## src/sv/ndrth_pkg.sv

```systemverilog
`timescale 1ns / 1ps

package ndrth_pkg;

    localparam int COORD_W = 28;
    localparam int ID_W    = 16;
    localparam int DIST_W  = 31;
    localparam int LIFT_W  = 24;
    localparam int AD_W    = 59;
    localparam int REM_W   = 91;

    localparam logic [1:0] MODE_CLEAR  = 2'd0;
    localparam logic [1:0] MODE_VERTEX = 2'd1;
    localparam logic [1:0] MODE_COMMIT = 2'd2;
    localparam logic [1:0] MODE_QUERY  = 2'd3;

    localparam logic [1:0] SLOT_COUNT = 2'd3;

    localparam logic [1:0] STATUS_OK    = 2'd0;
    localparam logic [1:0] STATUS_FULL  = 2'd1;
    localparam logic [1:0] STATUS_QUERY = 2'd2;

    localparam logic CFG_PROBE_LIFT = 1'b0;
    localparam logic CFG_MAX_DIST   = 1'b1;

    typedef enum logic [1:0] {
        ST_IDLE,
        ST_SCAN,
        ST_DRAIN,
        ST_DONE
    } state_t;

    typedef struct packed {
        logic signed [COORD_W-1:0] ax;
        logic signed [COORD_W-1:0] ay;
        logic signed [COORD_W-1:0] az;
        logic signed [COORD_W-1:0] bx;
        logic signed [COORD_W-1:0] by;
        logic signed [COORD_W-1:0] bz;
        logic signed [COORD_W-1:0] cx;
        logic signed [COORD_W-1:0] cy;
        logic signed [COORD_W-1:0] cz;
    } tri_t;

    typedef struct packed {
        logic signed [COORD_W-1:0] x;
        logic signed [COORD_W:0]   y;
        logic signed [COORD_W-1:0] z;
    } point_t;

    typedef struct packed {
        logic              cand;
        logic [REM_W-1:0]  rem;
        logic [AD_W-1:0]   ad;
        logic [DIST_W-1:0] q;
        logic [ID_W-1:0]   id;
    } div_beat_t;

endpackage

```

## src/sv/ndrth_div_cell.sv

```systemverilog
`timescale 1ns / 1ps

module ndrth_div_cell #(
    parameter int BIT = 30
) (
    input  logic                 clk,
    input  logic                 rst_n,
    input  logic                 in_vld,
    input  ndrth_pkg::div_beat_t in_beat,
    output logic                 out_vld,
    output ndrth_pkg::div_beat_t out_beat
);

    logic                              vld_reg;
    ndrth_pkg::div_beat_t              beat_reg, beat_next;
    logic [ndrth_pkg::REM_W-1:0]       d_c;
    logic                              ge_c;

    always_comb
    begin
        d_c       = ndrth_pkg::REM_W'(in_beat.ad) << BIT;
        ge_c      = in_beat.rem >= d_c;
        beat_next = in_beat;
        if (ge_c)
        begin
            beat_next.rem    = in_beat.rem - d_c;
            beat_next.q[BIT] = 1'b1;
        end
    end

    always_ff @(posedge clk or negedge rst_n)
    begin
        if (!rst_n)
        begin
            vld_reg <= 1'b0;
        end
        else
        begin
            vld_reg <= in_vld;
        end
    end

    always_ff @(posedge clk)
    begin
        beat_reg <= beat_next;
    end

    assign out_vld  = vld_reg;
    assign out_beat = beat_reg;

endmodule

```

## config.mk

```make
export PLATFORM = sky130hd
export DESIGN_NAME = ndrth_div_cell
export DESIGN_NICKNAME = d
export VERILOG_FILES = /design/src/sv/ndrth_pkg.sv /design/src/sv/ndrth_div_cell.sv
export SDC_FILE = /design/constraint.sdc
export NUM_CORES = 1
export LEC_CHECK = 0
export ABC_CLOCK_PERIOD_IN_PS = 800
export BUFFER_PORTS_ARGS = -buffer_cell sky130_fd_sc_hd__buf_2
export CORE_AREA = 5 5 153 155
export DETAILED_ROUTE_END_ITERATION = 16
export DIE_AREA = 0 0 158 160
export GPL_TIMING_DRIVEN = 0
export PLACE_DENSITY_LB_ADDON = 0.1
export SKIP_CTS_REPAIR_TIMING = 1
export SLEW_MARGIN = 20
export SYNTH_ARGS = -nofsm -noshare
export SYNTH_HDL_FRONTEND = slang
export SYNTH_SLANG_ARGS = --single-unit
export TNS_END_PERCENT = 30
```

## constraint.sdc

```tcl
create_clock -name clk -period 0.8 [get_ports clk]
set_input_delay 0.16 -clock clk [delete_from_list [all_inputs] [get_ports clk]]
set_output_delay 0.16 -clock clk [all_outputs]
set_load 0.05 [all_outputs]
```

Yosys cells after proc, flatten, opt, wreduce, memory -nomap -nowiden
Cells that the tools add are included.

Register bits after elaboration: 199. Input bits: 201. Output and inout port bits: 199.

$add $sub $neg: 1. $lt $le $gt $ge: 1. Muxes and demuxes: 1.

Operator list (number): >= comparator 91 x 89 -> 1 bit (1); 2-to-1 mux 91 bit (1); subtractor 91 x 89 -> 91 bit (1).

Longest topological paths before layout
Gate-level depths: netlist of the first run.

Word-level depth: 2. Depth in mapped cells: 14.

Worst setup path before layout of the first run
Ideal clock, no wire load.

Path kind: input -> register. Start point: in in_beat[67] (netlist name). End point: reg beat_reg, in the netlist out_beat[190]. Data arrival time: 2.710 ns. Required time: 0.674 ns. Setup slack: -2.036 ns. Stages: 13. Cells stage by stage: inv_1 ha_1 buf_2 and4_1 nand4_1 or4_1 or4b_1 o2111ai_1 a311o_2 nand2_2 buf_6 nor4_1 nor3_2.

RTL lines: from (decl) (line ndrth_div_cell.sv:9) `input ndrth_pkg::div_beat_t in_beat,`; to (signal assigned) (line ndrth_div_cell.sv:45) `beat_reg <= beat_next;`; to (decl) (line ndrth_div_cell.sv:15) `ndrth_pkg::div_beat_t beat_reg, beat_next;`.

==> impl_metrics.toml, run 1 <==
[global_route]
grt_usage = 0.2359
grt-ovfl-total = 0
grt_pass1_wl_microns = 46230
grt_antenna_before_repair = 5
grt_pass1_vias = 8249
grt_max_degree = 23

[detailed_routing]
wl_met1_microns = 14360
first_pass_iters = 5
route.detailed.drc = 0
wire_per_inst_microns = 20.05
met2_length_microns = 18910
vias = 9572
dr_wl_met3_microns = 2862
top_layer = "met5"
wl_microns = 37520
via_per_inst = 5.116
ant_nets = 0
drt_iter0_drc = 583

[yosys]
async_reset_ff_frac = 0.005025
ys_top_cells_by_count = "198 x dfxtp_1, 102 x a21oi_1, 80 x nand2_1"
yosysMostFrequentCell = "dfxtp_1"
yosys_warnings = 0
yosysTopAreaCell = "dfxtp_1"
syn_nets = 1215
yosysUniqueCellTypes = 65
synth_area_sq_um = 8661
synth_top_area_share = 0.4577
synth_area_leaders = "dfxtp_1 46%, ha_1 8.5%, a21oi_1 5.9%"
synthFlopType = "dfxtp_1"
synth_edf_count = 0
synth_seq_cells = 199
avgSynthCellArea_sq_um = 9.078
synthCells = 954
ys_seq_area_frac = 0.4606

[critical_path]
worstSetupPathType = "in -> reg"
cp.arrival_ps = 3010
startpoint = "in_beat[67]"
cp_max_fo = 8
end_kind = "flop"
startpoint_type = "input port"
required_ps = 1120
crit_end = "out_beat[190]"

[timing]
rsz0062_at_grt = "true"
whs_ps = -180.0
period_minus_slack_ps = 2689
max_freq_mhz = 371.9
setup_viol = 261
slew_headroom = 0.6722
fin_crit_sh = 3.361
tns_ps = -180590
setup_slack_ps = -1889
worst-slew-pin-transition_ps = 486.6
finalHoldViolCount = 3
slew_violations = 0

[die]
pin_count = 400
fp.dieH_microns = 160
die_area_sq_um = 25280
row_count = 54
core_area_sq_um = 21690
die_width_microns = 158
initial_core_util = 0.3993

[placed_design]
dp.cells = 1633
port_buffers = 399
gp_congestion = 0.8981
post-dp-hpwl_microns = 25520

[outcome]
status = "finished, violations left"
violations = "negative hold slack, negative setup slack"

[clock_network]
clk_path_buf_depth = 2
cts_num_sinks = 199
cts_root_buffer = "clkbuf_16"
htree_levels = 4
clkTransAtPathRegs_ps = 80
cts_buffers = 17
cts_tree = "done"

[cells_and_area]
final_nets = 1835
fin_cells = 1871
drive_gt1_frac = 0.4663
syn2layout_area_growth_pct = 84.38

[power]
vdd.ir_drop.worst_mv = 1.624
leakage_nw = 7.315
power.total_mw = 33.97
power_density_nw_per_um2 = 2127

[worst_hold_path]
hold_path.class = "in -> reg"

[run]
maxCapViolCount = 0
area by class of cell:
class | instances | area (sq um)
plain buffers | 18 | 300.3
fillers | 1533 | 5719
repair buffers | 620 | 5060
diodes | 4 | 10.01
clock buffers | 17 | 425.4
flip-flops and latches | 199 | 4076
multi-input cells | 646 | 5254
well taps | 280 | 350.3
inverters | 72 | 297.8
clock inverters | 15 | 195.2
worst max-delay path: stages:
cell and delay [ps]:
buf_6 80, inv_4 40, ha_4 250, buf_6 100, and4_4 260, nand4_1 110, or4_4 480, or4b_4 500
o211ai_1 110, a41o_1 200, and2_4 210, buf_12 160, buf_12 140, o211a_1 160, nor3_2 40
kinds of logic after synthesis:
kind of cell | Yosys count | share of synthesized area
buffers and inverters | 109 | 0.05287
DFF | 199 | 0.4606
adders and majority gates | 60 | 0.08755
xor gates and xnor gates | 50 | 0.05056
and+or+nand+nor | 261 | 0.1458
AOI/OAI and AO/OA | 275 | 0.2027
per-layer routing:
metal | global-route usage | vias to the layer above
met5 | 0 | -
met2 | 0.4077 | 388
li1 | - | 4604
met1 | 0.2821 | 4496
met3 | 0.05900 | 80
met4 | 0.08414 | 4
where the power goes:
| part | internal, mW | leakage (nW) | switching [mW] |
|---|---|---|---|
| registers | 11.1 | 1.68 | 0.427 |
| clock network | 4.31 | 0.301 | 4.63 |
| logic | 5.22 | 5.33 | 8.29 |
| total | 20.6 | 7.31 | 13.3 |
flip-flops by register name, summed over array words and instances, names as in the netlist:
register,flops
out_vld,1
out_beat,198
cell usage in the layout, fill, tap and decap left out, types with 23 or more instances in the layout:
cell type	n
a21o_1	33
a21oi_1	68
a21oi_2	42
buf_2	319
buf_6	23
buf_8	69
clkbuf_16	25
dfxtp_1	128
dfxtp_2	70
dlygate4sd3_1	182
ha_1	28
inv_1	61
nand2_1	65
nor2_1	46
o21ai_0	36
xnor2_1	29
worst min path at each step:
stage | startpoint | to | slack [ps] | depth (start not counted)
6_report | in_beat[66] | out_beat[66] | -180 | 1
3_5_place_dp | rst_n | out_vld | -60 | 1
5_1_grt | in_beat[66] | out_beat[66] | -200 | 1
2_1_floorplan | rst_n | out_vld | -140 | 0
3_3_place_gp | rst_n | out_vld | -70 | 1
4_1_cts | rst_n | out_vld | -550 | 1
per-stage QoR:
stage / setup slack, ps / hold WS [ps] / util / area, sq um
floorplan: -1868 / -135.6 / - / 8842
global route: -1939 / -199.7 / 0.7360 / 15960
finish: -1889 / -180.0 / 0.7363 / 15970
detailed placement: -3048 / -63.56 / 0.5160 / 11190
global placement: -3042 / -65.02 / 0.5159 / 11190
CTS: -2709 / -546.4 / 0.5446 / 11810
Note: power is estimated with default switching activity, not from simulation.
==> run 2: changes to the inputs <==
--- a/config.mk
+++ b/config.mk
@@ -5,7 +5,7 @@
 export SDC_FILE = /design/constraint.sdc
 export NUM_CORES = 1
 export LEC_CHECK = 0
-export ABC_CLOCK_PERIOD_IN_PS = 800
+export ABC_CLOCK_PERIOD_IN_PS = 2430
 export BUFFER_PORTS_ARGS = -buffer_cell sky130_fd_sc_hd__buf_2
 export CORE_AREA = 5 5 153 155
 export DETAILED_ROUTE_END_ITERATION = 16
==> constraint.sdc (replaced) <==
create_clock -name clk -period 2.43 [get_ports clk]
set_input_delay 0.486 -clock clk [delete_from_list [all_inputs] [get_ports clk]]
set_output_delay 0.486 -clock clk [all_outputs]
set_load 0.05 [all_outputs]
==> run 2 against run 1 <==
Effect of this change: the run ends with negative setup slack left; sequential power decreased by 68%; die area did not move; routed wire length shrank 15%; hold slack improved by 310 ps; clock power fell by 67%; total power fell by 70%; critical path depth down 1; sequential share of layout area increased by 5.8 points; cell area decreased by 20%; first-iteration DRC count fell by 16%; utilization fell by 15 points; count of clock-buffer cells in the layout is the same; critical endpoint is now out_beat[172]; largest cell class is now multi-input combinational cells; highest routed layer unchanged.
==> impl_metrics.toml, run 2 (synthesis results as in run 1) <==
[placed_design]
post-dp-hpwl_microns = 25520
gp_congestion = 0.8981
port_buffers = 399
dpl_cell_area_sq_um = 11190

[power]
leakage_nw = 6.110
power.total_mw = 10.32
vdd.ir_drop.worst_mv = 0.5291
power_density_nw_per_um2 = 811.2

[global_route]
grt_pass1_vias = 8249
grt_pass1_wl_microns = 46230
grt_usage = 0.2359
grt_antenna_before_repair = 4
grt-ovfl-total = 0
grt_max_degree = 23

[clock_network]
cts_tree = "done"
cts_num_sinks = 199
htree_levels = 4
cts_root_buffer = "clkbuf_16"
cts_buffers = 17
clkTransAtPathRegs_ps = 90
clk_path_buf_depth = 2

[timing]
rsz0062_at_grt = "true"
tns_ps = -28350
worst-slew-pin-transition_ps = 508.4
max_freq_mhz = 336.6
setup_viol = 62
setup_slack_ps = -540.7
slew_headroom = 0.6575
finalHoldViolCount = 0
period_minus_slack_ps = 2971
fin_crit_sh = 1.223
slew_violations = 0

[worst_hold_path]
holdPathEnd = "out_beat[9]"
hold_path.class = "in -> reg"
hold_path.startpoint = "in_beat[9]"
hold_depth = 1

[detailed_routing]
ant_nets = 0
drt_iter0_drc = 490
first_pass_iters = 5
wire_per_inst_microns = 19.16
wl_microns = 32060
via_per_inst = 5.069
vias = 8481
route.detailed.drc = 0

[critical_path]
critPathTopFamily = "compound AO/OA/AOI/OAI gates"
worstSetupPathType = "in -> reg"
crit_cells = 14
worst_path_most_repeated_cell = "buf_6"
cp.arrival_ps = 3300
cp_slowest_cell = "o211ai_1"
end_kind = "flop"
cp_max_fo = 10
required_ps = 2760
slowest_delay_ps = 430
path_buf_inv = 5
startpoint_type = "input port"
cp_cell_sequence = "buf_6, inv_2, ha_4, nor2b_4, o31a_1, o21a_1, o211ai_1, nand4_1, buf_6, a311o_2, and2_4, buf_8, buf_12, o221a_1"

[cells_and_area]
largest_reg_flops = 198
fin_util = 0.5865
fillers = 1965
final_common_cell = "buf_2"
syn2layout_area_growth_pct = 46.87
final_cell_area_sq_um = 12720
final_cell_mix = "391 x buf_2, 198 x dfxtp_1, 97 x a21oi_1, 69 x nor2_1, 67 x nand2_1"
drive_gt1_frac = 0.4289
final_nets = 1640

[die]
core_area_sq_um = 21690
fp.dieH_microns = 160
pin_count = 400
initial_core_util = 0.3993
die_width_microns = 158
row_count = 54
die_area_sq_um = 25280

[run]
maxCapViolCount = 0

[outcome]
status = "finished, violations left"
violations = "negative setup slack"
[run 2: metrics by stage]
step           setup slack (ps)  instances  hold WS, ps
2_1_floorplan            -563.6        954        190.4
3_3_place_gp              -1738       1633        261.0
3_5_place_dp              -1744       1633        262.4
4_1_cts                   -1405       1665       -220.4
5_1_grt                  -609.4       1672        106.0
6_report                 -540.7       1673        128.8
[run 2: worst max-delay path by stage]
stage | startpoint | to | slack [ps]
final | in_beat[48] | out_beat[172] | -540
after global routing | in_beat[68] | out_beat[186] | -610
after CTS | in_beat[72] | out_beat[162] | -1410
after detailed placement | in_beat[72] | out_beat[162] | -1740
after global placement | in_beat[73] | out_beat[162] | -1740
after floorplan | in_beat[85] | out_beat[186] | -560
[run 2: cell type report]
type                            instances  area, sq um  share of cell area
Antenna cell                            1        2.502           0.0001967
Buffer                                 19        242.7             0.01908
Clock buffer                           17        425.4             0.03344
Clock inverter                         15        195.2             0.01535
Inverter                               72        295.3             0.02321
Multi-Input combinational cell        646         4913              0.3863
Sequential cell                       199         3989              0.3136
Tap cell                              280        350.3             0.02754
Timing Repair Buffer                  424         2306              0.1813
[run 2: layer usage]
metal,up-vias,track usage,share of wire
met4,6,0.08414,0.030
met2,301,0.4077,0.50
met3,55,0.05900,0.081
li1,4207,-,-
met5,-,0,0.0011
met1,3912,0.2821,0.39
[run 2: where the power goes]
part           leakage, nW  switching [mW]  internal [mW]
registers             1.68          0.0765           3.62
clock network        0.301            1.52           1.42
logic                 4.13            2.55           1.13
total                 6.11            4.15           6.17
==> run 3: changes to the inputs <==
--- a/config.mk
+++ b/config.mk
@@ -5,11 +5,12 @@
 export SDC_FILE = /design/constraint.sdc
 export NUM_CORES = 1
 export LEC_CHECK = 0
+export ABC_AREA = 1
 export ABC_CLOCK_PERIOD_IN_PS = 2430
 export BUFFER_PORTS_ARGS = -buffer_cell sky130_fd_sc_hd__buf_2
-export CORE_AREA = 5 5 153 155
+export CORE_MARGIN = 5
+export CORE_UTILIZATION = 43
 export DETAILED_ROUTE_END_ITERATION = 16
-export DIE_AREA = 0 0 158 160
 export GPL_TIMING_DRIVEN = 0
 export PLACE_DENSITY_LB_ADDON = 0.1
 export SKIP_CTS_REPAIR_TIMING = 1
==> run 3 against run 2 <==
Effect of this change: the flow now finishes without violations; worst setup slack improved by 660 ps; hold slack got worse by 8.5 ps; routed wire length increased by 26%; cell area increased by 11%; combinational power decreased by 5.7%; count of clock-buffer cells in the layout unchanged; sequential power decreased by 1%; total power increased by 0.26%; global-route usage increased by 4.0 points; flip-flop and latch count unchanged; via count increased by 32%; largest power group unchanged.
==> impl_metrics.toml, run 3 <==
[cells_and_area]
drive_gt1_frac = 0.2572
syn2layout_area_growth_pct = 29.64
n_antenna_cell = 0
fin_util = 0.5640
fillers = 2582
final_cell_mix = "686 x nand2_1, 404 x buf_2, 358 x inv_1, 198 x dfxtp_1, 107 x nor2_1"
final_common_cell = "nand2_1"
final_nets = 2394
seqCellArea_sq_um = 3989
largest_reg_flops = 198
multiInputGateArea_sq_um = 5492

[power]
intPower_mw = 5.977
p_seq_frac = 0.354
p_clk_frac = 0.310
power_density_nw_per_um2 = 732.6
switchingPower_mw = 4.368
vdd.ir_drop.worst_mv = 0.4974
combPwrFrac = 0.336
leakage_nw = 8.517
swShare = 0.4222

[timing]
finalHoldViolCount = 0
worst-slew-pin-transition_ps = 488.3
fin_crit_sh = 0.9525
rsz0062_at_grt = "false"
slew_headroom = 0.6733
tns_ps = 0
setup_viol = 0
period_minus_slack_ps = 2315
max_freq_mhz = 432.0
whs_ps = 120.3
slew_violations = 0

[detailed_routing]
first_pass_iters = 5
ant_nets = 0
via_per_inst = 4.514
route.detailed.drc = 0
vias = 11180
wire_per_inst_microns = 16.37
drt_iter0_drc = 651
wl_microns = 40530

[yosys]
avgSynthCellArea_sq_um = 6.358
async_reset_ff_frac = 0.005025
yosysUniqueCellTypes = 35
synth_area_leaders = "dfxtp_1 36%, nand2_1 24%, inv_1 12%"
yosysMostFrequentCell = "nand2_1"
synth_edf_count = 0
syn_nets = 1974
synth_area_sq_um = 10890
synthCells = 1713
ys_top_cells_by_count = "695 x nand2_1, 358 x inv_1, 198 x dfxtp_1"
synth_top_area_share = 0.3639
yosys_warnings = 0
synth_seq_cells = 199
ys_seq_area_frac = 0.3662
synthFlopType = "dfxtp_1"
yosysTopAreaCell = "dfxtp_1"

[die]
initial_core_util = 0.4350
die_width_microns = 169.2
die_area_sq_um = 28610
fp.dieH_microns = 169.2
row_count = 58
core_area_sq_um = 25040
pin_count = 400

[global_route]
grt_antenna_before_repair = 4
grt_pass1_wl_microns = 60840
grt_pass1_vias = 11030
grt_max_degree = 26
grt-ovfl-total = 0
grt_usage = 0.2761

[worst_hold_path]
hold_path.class = "in -> reg"

[clock_network]
htree_levels = 4
cts_num_sinks = 199
cts_buffers = 17
clkTransAtPathRegs_ps = 100
cts_root_buffer = "clkbuf_16"
clk_path_buf_depth = 2
cts_tree = "done"

[critical_path]
cp_max_fo = 10
startpoint_type = "input port"
slowest_delay_ps = 440
required_ps = 2780
path_buf_inv = 6
end_kind = "flop"
worstSetupPathType = "in -> reg"
cp.arrival_ps = 2670
cp_cell_sequence = "buf_2, inv_1, ha_1, nand2_1, inv_2, nand2_1, nor2_4, nand2_2, nor2_2, nand3b_4, nand2_2, nor2_4, nand2_8, inv_2, buf_6, buf_8, nand2_2, nand2_1"
cp_slowest_cell = "ha_1"
critPathTopFamily = "simple AND/OR/NAND/NOR gates"

[run]
maxCapViolCount = 0

[outcome]
status = "completed"

[placed_design]
post-dp-hpwl_microns = 35180
port_buffers = 399
gp_congestion = 0.9620
## run 3: changes by cell type in the layout (fill, tap and decap cells not counted), sizes merged, moves of 27 or more
cell	change
a21o	-33
inv	+315
o21ai	-45
nand3	+63
nand2	+648
buf	-27
xnor2	-28
a21oi	-81
nor2	+56
## run 3: cells by family after synthesis
group                      share of synthesized area
AOI/OAI and AO/OA                            0.01803
xor gates and xnor gates                     0.02493
adders and majority gates                    0.06962
buffers and inverters                         0.1407
DFF                                           0.3662
and+or+nand+nor                               0.3805
## run 3: final timing paths
kind / slack (ps) / start / cells past startpoint / to
max: 120 / in_beat[90] / 18 / out_beat[157]
min: 120 / in_beat[31] / 1 / out_beat[31]
max in group asynchronous: 2020 / rst_n / 2 / out_vld
min in group asynchronous: 320 / rst_n / 2 / out_vld
## run 3: power by group through the flow
stage	clock (mW)	sequential [mW]	combinational [mW]
finish	3.21	3.66	3.47
global route	3.40	3.70	3.76
CTS	3.25	3.67	3.44
detailed placement	0	3.74	3.43
global placement	0	3.73	3.42
floorplan	0	4.92	1.23
## run 3: cell type report
class / count / area share
tap: 330 / 0.02924
inverter: 384 / 0.1021
multi-input combinational: 1118 / 0.3889
buffer: 12 / 0.007444
timing repair buffer: 401 / 0.1427
clock buffer: 17 / 0.03013
sequential: 199 / 0.2825
clock inverter: 15 / 0.01701
## run 3: per-stage QoR
stage / instances / power [mW] / worst slack, ps / instance area, sq um
global placement: 2442 / 7.151 / -697.4 / 13300
finish: 2476 / 10.34 / 115.3 / 14120
global route: 2476 / 10.86 / 3.517 / 14120
CTS: 2474 / 10.36 / -237.2 / 13970
detailed placement: 2442 / 7.172 / -694.7 / 13300
floorplan: 1713 / 6.152 / 237.8 / 10890
## run 3: per-layer routing
metal  share of wire  up-vias  track usage
met5               0        -            0
met4           0.026        0      0.06895
met1            0.41     4907       0.3308
met3           0.061       51      0.04962
li1                -     5866            -
met2            0.50      353       0.5104
